`config.mk`:
```
export PLATFORM = sky130hd
export DESIGN_NAME = mapped_string_compare_unit_flat
export DESIGN_NICKNAME = d
export VERILOG_FILES = /design/src/msc_pkg.sv /design/src/msc_if.sv /design/src/mapped_string_compare_unit.sv /design/src/msc_map_mem.sv /design/src/msc_decide.sv /design/src/flat_wrapper.sv
export SDC_FILE = /design/constraint.sdc
export NUM_CORES = 2
export LEC_CHECK = 0
export BUFFER_PORTS_ARGS = -buffer_cell sky130_fd_sc_hd__buf_2
export CORE_ASPECT_RATIO = 1.5
export CORE_MARGIN = 1
export CORE_UTILIZATION = 40
export CTS_CLUSTER_SIZE = 8
export DETAILED_ROUTE_END_ITERATION = 7
export PLACE_DENSITY_LB_ADDON = 0.05
export SLEW_MARGIN = 20
export SYNTH_ARGS = -nofsm -noshare
export SYNTH_HDL_FRONTEND = slang
export SYNTH_SLANG_ARGS = --single-unit
```
`constraint.sdc`:
```
create_clock -name clk -period 12.1 [get_ports clk]
set_input_delay 2.42 -clock clk [delete_from_list [all_inputs] [get_ports clk]]
set_output_delay 2.42 -clock clk [all_outputs]
set_load 0.03 [all_outputs]
```
`src/msc_pkg.sv`:
```
// Shared types and constants for the mapped string compare unit.
package msc_pkg;

  localparam int CHAR_W = 8;
  localparam int DIFF_W = 9;
  localparam int LIMIT_FIELD_W = 16;
  localparam int OP_W = 2;

  localparam logic [CHAR_W-1:0] TERMINATOR = 8'd0;

  typedef enum logic [OP_W-1:0] {
    OP_WRITE   = 2'd0,
    OP_COMPARE = 2'd1,
    OP_CHECK   = 2'd2
  } op_t;

  typedef struct packed {
    logic [OP_W-1:0]          operation;
    logic                     start_of_string;
    logic [CHAR_W-1:0]        char_a;
    logic [CHAR_W-1:0]        char_b;
    logic                     bounded;
    logic [LIMIT_FIELD_W-1:0] length_limit;
  } item_t;

  typedef struct packed {
    logic [CHAR_W-1:0] mapped_a;
    logic [CHAR_W-1:0] mapped_b;
  } lookup_t;

endpackage

```
`src/msc_if.sv`:
```
// Valid/ready channel interfaces for the input items and the results.
interface msc_in_if;
  import msc_pkg::*;
  logic                     valid;
  logic                     ready;
  logic [OP_W-1:0]          operation;
  logic                     start_of_string;
  logic [CHAR_W-1:0]        char_a;
  logic [CHAR_W-1:0]        char_b;
  logic [CHAR_W-1:0]        map_value;
  logic                     bounded;
  logic [LIMIT_FIELD_W-1:0] length_limit;

  modport source (output valid, operation, start_of_string, char_a, char_b, map_value,
                  bounded, length_limit, input ready);
  modport sink (input valid, operation, start_of_string, char_a, char_b, map_value,
                bounded, length_limit, output ready);
endinterface

interface msc_out_if;
  import msc_pkg::*;
  logic                     valid;
  logic                     ready;
  logic signed [DIFF_W-1:0] difference;
  logic                     okay;

  modport source (output valid, difference, okay, input ready);
  modport sink (input valid, difference, okay, output ready);
endinterface

```
`src/mapped_string_compare_unit.sv`:
```
// Top level of the mapped string compare unit.
// Takes one item per cycle unless input ready drops. An accepted item enters the lookup
// stage and both map entries are read from the character map at that edge (map writes
// land at the same edge). When the item leaves the lookup stage, its mapped values fold
// into the string state and, if it decides, the result register loads at that edge. Input
// ready drops only while a result waits untaken and an item sits in the lookup stage. The
// map reads as zero after reset through per-entry valid bits, so no clearing pass is needed.
module mapped_string_compare_unit #(
  parameter int MAP_ENTRIES = 256,
  parameter int LIMIT_BITS  = 16
) (
  input  logic      clk,
  input  logic      rst,
  msc_in_if.sink    in_item,
  msc_out_if.source result
);
  import msc_pkg::*;

  logic             accept;
  logic             advance;
  logic             stage_valid;
  item_t            stage_item;
  lookup_t          lookup;

  assign in_item.ready = !stage_valid || advance;
  assign accept        = in_item.valid && in_item.ready;

  always_ff @(posedge clk) begin
    if (rst) begin
      stage_valid <= 1'b0;
    end else if (accept) begin
      stage_valid <= 1'b1;
    end else if (advance) begin
      stage_valid <= 1'b0;
    end
  end

  always_ff @(posedge clk) begin
    if (accept) begin
      stage_item.operation       <= in_item.operation;
      stage_item.start_of_string <= in_item.start_of_string;
      stage_item.char_a          <= in_item.char_a;
      stage_item.char_b          <= in_item.char_b;
      stage_item.bounded         <= in_item.bounded;
      stage_item.length_limit    <= in_item.length_limit;
    end
  end

  msc_map_mem #(
    .MAP_ENTRIES(MAP_ENTRIES)
  ) u_map_mem (
    .clk     (clk),
    .rst     (rst),
    .rd_en   (accept),
    .wr_en   (accept && (in_item.operation == OP_WRITE)),
    .char_a  (in_item.char_a),
    .char_b  (in_item.char_b),
    .wr_value(in_item.map_value),
    .lookup  (lookup)
  );

  msc_decide #(
    .LIMIT_BITS(LIMIT_BITS)
  ) u_decide (
    .clk       (clk),
    .rst       (rst),
    .item_valid(stage_valid),
    .item      (stage_item),
    .lookup    (lookup),
    .advance   (advance),
    .result    (result)
  );

endmodule

```
`src/msc_map_mem.sv`:
```
// Character map memory with one write port, two registered read ports and per-entry valid bits.
module msc_map_mem #(
  parameter int MAP_ENTRIES = 256
) (
  input  logic                    clk,
  input  logic                    rst,
  input  logic                    rd_en,
  input  logic                    wr_en,
  input  logic [msc_pkg::CHAR_W-1:0] char_a,
  input  logic [msc_pkg::CHAR_W-1:0] char_b,
  input  logic [msc_pkg::CHAR_W-1:0] wr_value,
  output msc_pkg::lookup_t        lookup
);
  import msc_pkg::*;

  localparam int IDX_W = $clog2(MAP_ENTRIES);

  logic [CHAR_W-1:0]      mem [MAP_ENTRIES];
  logic [MAP_ENTRIES-1:0] entry_valid;
  logic [CHAR_W-1:0]      raw_a;
  logic [CHAR_W-1:0]      raw_b;
  logic                   hit_a;
  logic                   hit_b;
  logic                   in_range_a;
  logic                   in_range_b;
  logic [IDX_W-1:0]       idx_a;
  logic [IDX_W-1:0]       idx_b;

  assign idx_a = char_a[IDX_W-1:0];
  assign idx_b = char_b[IDX_W-1:0];
  assign in_range_a = {1'b0, char_a} < (CHAR_W+1)'(MAP_ENTRIES);
  assign in_range_b = {1'b0, char_b} < (CHAR_W+1)'(MAP_ENTRIES);

  always_ff @(posedge clk) begin
    if (wr_en && in_range_a) begin
      mem[idx_a] <= wr_value;
    end
    if (rd_en) begin
      raw_a <= mem[idx_a];
      raw_b <= mem[idx_b];
    end
  end

  always_ff @(posedge clk) begin
    if (rst) begin
      entry_valid <= '0;
      hit_a       <= 1'b0;
      hit_b       <= 1'b0;
    end else begin
      if (wr_en && in_range_a) begin
        entry_valid[idx_a] <= 1'b1;
      end
      if (rd_en) begin
        hit_a <= in_range_a && entry_valid[idx_a];
        hit_b <= in_range_b && entry_valid[idx_b];
      end
    end
  end

  assign lookup.mapped_a = hit_a ? raw_a : '0;
  assign lookup.mapped_b = hit_b ? raw_b : '0;

endmodule

```
`src/msc_decide.sv`:
```
// String state, decision logic and result register.
module msc_decide #(
  parameter int LIMIT_BITS = 16
) (
  input  logic              clk,
  input  logic              rst,
  input  logic              item_valid,
  input  msc_pkg::item_t    item,
  input  msc_pkg::lookup_t  lookup,
  output logic              advance,
  msc_out_if.source         result
);
  import msc_pkg::*;

  logic [LIMIT_BITS-1:0]               remaining_count;
  logic [LIMIT_BITS-1:0]               remaining_count_next;
  logic                                limit_active;
  logic                                limit_active_next;
  logic                                decided;
  logic                                decided_next;
  logic                                emit;
  logic signed [DIFF_W-1:0]            diff_value;
  logic                                okay_value;
  logic [LIMIT_BITS+LIMIT_FIELD_W-1:0] limit_ext;
  logic [LIMIT_BITS-1:0]               limit_cut;
  logic [LIMIT_BITS-1:0]               count_eff;
  logic                                active_eff;
  logic                                live;

  assign limit_ext  = {{LIMIT_BITS{1'b0}}, item.length_limit};
  assign limit_cut  = limit_ext[LIMIT_BITS-1:0];
  assign count_eff  = item.start_of_string ? limit_cut : remaining_count;
  assign active_eff = item.start_of_string ? item.bounded : limit_active;
  assign live       = item.start_of_string || !decided;

  assign advance = item_valid && (!result.valid || result.ready);

  always_comb begin
    emit                 = 1'b0;
    diff_value           = '0;
    okay_value           = 1'b0;
    decided_next         = decided;
    limit_active_next    = limit_active;
    remaining_count_next = remaining_count;
    case (op_t'(item.operation))
      OP_COMPARE: begin
        if (live) begin
          limit_active_next    = active_eff;
          remaining_count_next = count_eff;
          if (item.start_of_string && item.bounded && limit_cut == '0) begin
            emit = 1'b1;
          end else if (lookup.mapped_a != lookup.mapped_b) begin
            emit       = 1'b1;
            diff_value = DIFF_W'({1'b0, item.char_a}) - DIFF_W'({1'b0, item.char_b});
          end else if (item.char_a == TERMINATOR) begin
            emit = 1'b1;
          end else if (active_eff) begin
            remaining_count_next = count_eff - LIMIT_BITS'(1);
            emit                 = (remaining_count_next == '0);
          end
          decided_next = emit;
        end
      end
      OP_CHECK: begin
        if (live) begin
          if (item.char_a == TERMINATOR) begin
            emit       = 1'b1;
            okay_value = 1'b1;
          end else if (lookup.mapped_a == '0) begin
            emit = 1'b1;
          end
          decided_next = emit;
        end
      end
      default: begin
        emit = 1'b0;
      end
    endcase
  end

  always_ff @(posedge clk) begin
    if (rst) begin
      remaining_count <= '0;
      limit_active    <= 1'b0;
      decided         <= 1'b1;
      result.valid    <= 1'b0;
    end else begin
      if (advance) begin
        remaining_count <= remaining_count_next;
        limit_active    <= limit_active_next;
        decided         <= decided_next;
      end
      if (advance && emit) begin
        result.valid <= 1'b1;
      end else if (result.ready) begin
        result.valid <= 1'b0;
      end
    end
  end

  always_ff @(posedge clk) begin
    if (advance && emit) begin
      result.difference <= diff_value;
      result.okay       <= okay_value;
    end
  end

endmodule

```
`src/flat_wrapper.sv`:
```
// flat-port wrapper written by rule: the top's interface ports become plain ports
module mapped_string_compare_unit_flat import msc_pkg::*;
#(
  parameter int MAP_ENTRIES = 256,
  parameter int LIMIT_BITS  = 16
)
  (clk, rst, in_item_valid, in_item_operation, in_item_start_of_string, in_item_char_a, in_item_char_b, in_item_map_value, in_item_bounded, in_item_length_limit, in_item_ready, result_valid, result_difference, result_okay, result_ready);
  msc_in_if in_item_i ();
  msc_out_if result_i ();
  input  logic clk;
  input  logic rst;
  input wire logic [$bits(in_item_i.valid)-1:0] in_item_valid;
  input wire logic [$bits(in_item_i.operation)-1:0] in_item_operation;
  input wire logic [$bits(in_item_i.start_of_string)-1:0] in_item_start_of_string;
  input wire logic [$bits(in_item_i.char_a)-1:0] in_item_char_a;
  input wire logic [$bits(in_item_i.char_b)-1:0] in_item_char_b;
  input wire logic [$bits(in_item_i.map_value)-1:0] in_item_map_value;
  input wire logic [$bits(in_item_i.bounded)-1:0] in_item_bounded;
  input wire logic [$bits(in_item_i.length_limit)-1:0] in_item_length_limit;
  output wire logic [$bits(in_item_i.ready)-1:0] in_item_ready;
  output wire logic [$bits(result_i.valid)-1:0] result_valid;
  output wire logic [$bits(result_i.difference)-1:0] result_difference;
  output wire logic [$bits(result_i.okay)-1:0] result_okay;
  input wire logic [$bits(result_i.ready)-1:0] result_ready;
  assign in_item_i.valid = in_item_valid;
  assign in_item_i.operation = in_item_operation;
  assign in_item_i.start_of_string = in_item_start_of_string;
  assign in_item_i.char_a = in_item_char_a;
  assign in_item_i.char_b = in_item_char_b;
  assign in_item_i.map_value = in_item_map_value;
  assign in_item_i.bounded = in_item_bounded;
  assign in_item_i.length_limit = in_item_length_limit;
  assign in_item_ready = in_item_i.ready;
  assign result_valid = result_i.valid;
  assign result_difference = result_i.difference;
  assign result_okay = result_i.okay;
  assign result_i.ready = result_ready;
  mapped_string_compare_unit #(.MAP_ENTRIES(MAP_ENTRIES), .LIMIT_BITS(LIMIT_BITS)) u_core (.clk(clk), .rst(rst), .in_item(in_item_i), .result(result_i));
endmodule
```
Word-level counts from Yosys, hierarchy flattened. Memory sizes are Yosys's and may differ from the RTL's. A register that Yosys moved wholly into a read port is not among the register bits. Cells that the tools add are included.

Bits in registers: 324. Bits in writable memories: 2048. Output and inout port bits: 12. Word-level logic and storage cells: 89. Memories kept: 1.

Add/sub/neg operators: 2. Magnitude comparators: 3. Equal/unequal tests: 5. Muxes and demuxes: 33. Bitwise operators: 4. Reduce and logical (&&, ||, !) cells: 25.

Memory list: u_core.u_map_mem.mem (depth 256, width 8, rd ports 2, clocked after Yosys merged registers in 2, write ports 1, RTL line msc_map_mem.sv:18) `logic [CHAR_W-1:0] mem [MAP_ENTRIES];`.

Operators with widths (number): $or A256 B256 Y256 (1); $mux W16 (5); $logic_not A16 Y1 (2); $mux W1 (21); $lt A8 B9 Y1 const B (2); $bmux W1 S8 (2); $logic_not A8 Y1 (2); $mux W8 (2); $sub A16 B1 Y16 const B (1); $sub A8 B8 Y9 (1); $demux W1 S8 (1); $ge A8 B1 Y1 const B (1); $ne A8 B8 Y1 (1); $logic_and A1 B1 Y1 (7); $reduce_bool A2 Y1 (3); $ne A2 B2 Y1 const B (2); $pmux W1 S2 (2); $reduce_and A4 Y1 (1); $reduce_or A4 Y1 (1); $logic_not A1 Y1 (3); $logic_or A1 B1 Y1 (3); $not A1 Y1 (3); $reduce_and A3 Y1 (1); $eq A2 B1 Y1 const B (1); 3 further kinds (3).

Longest topological paths before layout.
Word-level depth: 11. Gate-level depth with buffers: 14. Mapped depth without buffers: 10.

By module. From an unflattened synthesis, not the netlist that was laid out.

Cells, all modules: 6194. Area total of the unflattened synthesis: 110088.1 um^2.

Modules (own cells, without submodules): msc_map_mem (times used 1, cells an instance 5821, area each 106302.0 um^2, sequential area each 67144.4 um^2); msc_decide (times used 1, cells an instance 331, area each 2632.5 um^2, sequential area each 680.7 um^2); mapped_string_compare_unit (times used 1, cells an instance 42, area each 1153.6 um^2, sequential area each 1101.1 um^2).

Worst setup path after synthesis. OpenSTA, ideal clock, no wires.

Path type: input -> output. From: input port result_ready. To: output port in_item_ready. Arrival time: 2800 ps. Path slack: 6880 ps. Cell stages on the path: 2. Path buffers: 0. Path through: nor2b_1 > nand2_1.

Longest elaborated chain between the ends: 3.

RTL lines: from (decl) (RTL line flat_wrapper.sv:24) `input wire logic [$bits(result_i.ready)-1:0] result_ready;`; $logic_or A1 B1 Y1 (RTL line msc_decide.sv:36) `assign advance = item_valid && (!result.valid || result.ready);`; $logic_and A1 B1 Y1 (RTL line msc_decide.sv:36); $logic_or A1 B1 Y1 (RTL line mapped_string_compare_unit.sv:25) `assign in_item.ready = !stage_valid || advance;`; to (decl) (RTL line flat_wrapper.sv:20) `output wire logic [$bits(in_item_i.ready)-1:0] in_item_ready;`.

Every way passes these cells.

==> impl_metrics.json <==
{
  "numPortBuffers": 59,
  "fin_nets": 6064,
  "period_share": 0.524,
  "clk_latency_ps": 890,
  "clock_path_buffers": 4,
  "gp_congestion": 0.865,
  "critPathArrivalTime_ps": 6920,
  "grt_pass1_wl_um": 553000,
  "slew_violations": 0,
  "ys_warn_count": 0,
  "drt_iter0_markers": 6519,
  "slowest_delay_ps": 790,
  "use_met1": 0.340,
  "num_rows": 236,
  "syn-mean-instance-area_um2": 18.8,
  "synth-edff-count": 2110,
  "setup_viol": 0,
  "grt_pass1_vias": 65800,
  "outcome": "finished clean",
  "critPathLaunchType": "input pin",
  "grt_setup_unrepaired": "false",
  "ys.flop_type": "edfxtp_1",
  "die_h_um": 648,
  "synthXorXnorAreaFrac": 0.00118,
  "clk_pin_slew_worst_paths_ps": 50,
  "cts_hold_buf": 0,
  "peakVddDrop_mv": 0.106,
  "synth_top_family_by_area": "multiplexers",
  "ys_types": 72,
  "max_cap_viol_count": 0,
  "crit_start": "in_item_char_b[1]",
  "synth_fp_nets": 5993,
  "grt_overflow": 0,
  "fin_setup_tns_ps": 0,
  "synthesis.area_um2": 111000,
  "timing.final.ws_setup_ps": 5760,
  "die_area_um2": 281000,
  "core_um2": 276000,
  "clock-skew-final_ps": 52.5,
  "initial_core_util": 0.403,
  "worst_pin_slew_ps": 1240,
  "power_density_nw_per_um2": 154,
  "r2r_setup_slack_ps": 7540,
  "postCtsSetupBuffers": 0,
  "slowest_stage": "buf_4",
  "dp_slack_ps": 4700,
  "post_cts_resized": 0,
  "vias": 63300,
  "cts.sinks": 2388,
  "worstReg2RegStart": "u_core.stage_item[33]",
  "yosys.area_share.adder": 0.00153,
  "post_drt_wl_per_cell_um": 41.5,
  "synth.mux.area_fraction": 0.287,
  "crit_type": "in2reg",
  "synth_compound_area_frac": 0.0342,
  "root_buffer": "clkbuf_16",
  "antenna_found_initial": 17,
  "syn2layout_area_growth_pct": 12.2,
  "worst-path-max-fanout": 67,
  "crit_chain": "buf_8 -> buf_4 -> buf_4 -> mux4_2 -> mux4_2 -> a22o_1 -> a221oi_1 -> o221ai_1",
  "end_kind": "flip-flop",
  "busiest_layer": "met2",
  "ios": 60,
  "ant_nets": 0,
  "ctsHtreeMaxLevel": 5,
  "grt_usage": 0.289,
  "met3_usage": 0.0409,
  "p_leak_nw": 38.6,
  "period_minus_slack_ps": 6340,
  "async_flop_share": 0,
  "postSynthCellCount": 5932,
  "grt_use_met2": 0.510,
  "cts_tree": "yes",
  "hold_path.class": "reg2reg",
  "hold_viol_final": 0,
  "r2r_cells": 10,
  "relSlewSlack": 0.171,
  "drc": 0,
  "yosysSeqAreaShare": 0.619,
  "cp-endpoint": "u_core.u_map_mem.raw_b[0]",
  "firstDrtPassIters": 8,
  "drive_gt1_frac": 0.339,
  "dpl.hpwl_um": 262000,
  "dieWidth_um": 433,
  "grt_max_degree": 222,
  "viasPerCell": 6.48,
  "yosys.area_share.simple": 0.0352,
  "fmax_mhz": 158,
  "crit_required_ps": 12670,
  "ys_seq_elements": 2388,
  "r2r-end": "u_core.u_decide.result.difference[1]",
  "wirelength_um": 406000,
  "cts_buffers": 340
}
[layout by cell type (no fill, tap or decap), types with 32 or more instances in the layout]
| cell | n |
|---|---|
| clkbuf_1 | 59 |
| a21oi_1 | 304 |
| a22oi_1 | 83 |
| mux2i_1 | 74 |
| o21ai_0 | 37 |
| mux4_2 | 1381 |
| buf_2 | 44 |
| clkbuf_16 | 350 |
| buf_4 | 140 |
| dfxtp_1 | 278 |
| edfxtp_1 | 2110 |
| nand3_1 | 32 |
| nand2_1 | 124 |
| nor2_1 | 566 |
[critical path: cells and delay by family]
| kind | cells | cell delay (ps) |
|---|---|---|
| compound gates | 3 | 1300 |
| buf+inv | 3 | 2070 |
| mux | 2 | 960 |
[layout make-up]
| type | count | area (um2) |
|---|---|---|
| multi-input cells | 3030 | 40300 |
| clock inverters | 10 | 91.3 |
| diodes | 7 | 17.5 |
| flip-flops and latches | 2388 | 68900 |
| clock buffers | 409 | 8980 |
| repair buffers | 222 | 1940 |
| fillers | 23600 | 151000 |
| well taps | 3689 | 4620 |
| inverters | 21 | 78.8 |
[Yosys cell counts, drive strengths merged (10+ instances only)]
master / number / area [um2]
a211oi: 15 / 113
a21oi: 304 / 1520
a221oi: 25 / 219
a22o: 25 / 219
a22oi: 83 / 623
a31oi: 26 / 163
buf: 247 / 1450
clkbuf: 246 / 923
dfxtp: 278 / 5570
edfxtp: 2110 / 63400
ha: 12 / 150
inv: 19 / 71.3
mux2: 14 / 158
mux2i: 74 / 741
mux4: 1381 / 31100
nand2: 136 / 510
nand2b: 20 / 125
nand3: 36 / 180
nor2: 604 / 2270
nor2b: 25 / 156
nor3: 27 / 135
nor4: 13 / 81.3
o211ai: 10 / 75.1
o21ai: 40 / 200
o221ai: 10 / 87.6
o22ai: 12 / 75.1
xnor2: 12 / 105
[flip-flops by register name (all words and copies together) (netlist names)]
name and cells:
u_core.u_decide.result.valid 1, u_core.u_map_mem.raw_b 8, u_core.stage_item 36, u_core.u_decide.limit_active 1, u_core.u_map_mem.raw_a 8, u_core.u_decide.result.difference 9, u_core.u_decide.remaining_count 16, u_core.stage_valid 1
u_core.u_map_mem.mem 2048, u_core.u_map_mem.hit_a 1, u_core.u_map_mem.entry_valid 256, u_core.u_map_mem.hit_b 1, u_core.u_decide.result.okay 1, u_core.u_decide.decided 1
[routing by layer]
layer | up-vias | routed length, um
met5 | - | 13
met4 | 2 | 24700
li1 | 25200 | -
met3 | 719 | 23000
met2 | 2708 | 213000
met1 | 34700 | 145000
[through the flow]
| step | util | hold WS, ps | instance area [um2] | power [mW] | std cells |
|---|---|---|---|---|---|
| floorplan | - | 443 | 111000 | 10.0 | 5932 |
| global placement | 0.419 | 455 | 116000 | 10.8 | 9345 |
| detailed placement | 0.420 | 462 | 116000 | 10.8 | 9350 |
| CTS | 0.452 | 470 | 125000 | 19.4 | 9769 |
| global route | 0.453 | 492 | 125000 | 19.7 | 9771 |
| finish | 0.453 | 470 | 125000 | 19.2 | 9776 |
[logic make-up (layout without fill, tap and decap cells)]
family                   count (synthesis)  count (layout)
flip-flops                            2388            2388
AO/OA/AOI/OAI                          609             609
other                                    0               7
adder cells (fa/ha/maj)                 13              13
XOR/XNOR                                15              15
AND/OR/NAND/NOR                        924             924
multiplexers                          1469            1469
buffers and inverters                  514             662
[power breakdown]
part | internal, mW | switching, mW | total [mW]
sequential | 9.00 | 0.0182 | 9.02
combinational | 0.559 | 1.02 | 1.58
clock | 5.12 | 3.49 | 8.61
[worst min path at each step]
stage	slack [ps]	to	from	cells after the start
global placement	460	u_core.u_decide.remaining_count[5]	u_core.u_decide.remaining_count[5]	2
global route	490	u_core.u_decide.remaining_count[5]	u_core.u_decide.remaining_count[5]	2
finish	470	u_core.u_decide.remaining_count[5]	u_core.u_decide.remaining_count[5]	2
floorplan	440	u_core.u_decide.remaining_count[5]	u_core.u_decide.remaining_count[5]	2
detailed placement	460	u_core.u_decide.remaining_count[5]	u_core.u_decide.remaining_count[5]	2
CTS	470	u_core.u_decide.remaining_count[5]	u_core.u_decide.remaining_count[5]	2
Note: power is estimated with default switching activity, not from simulation.
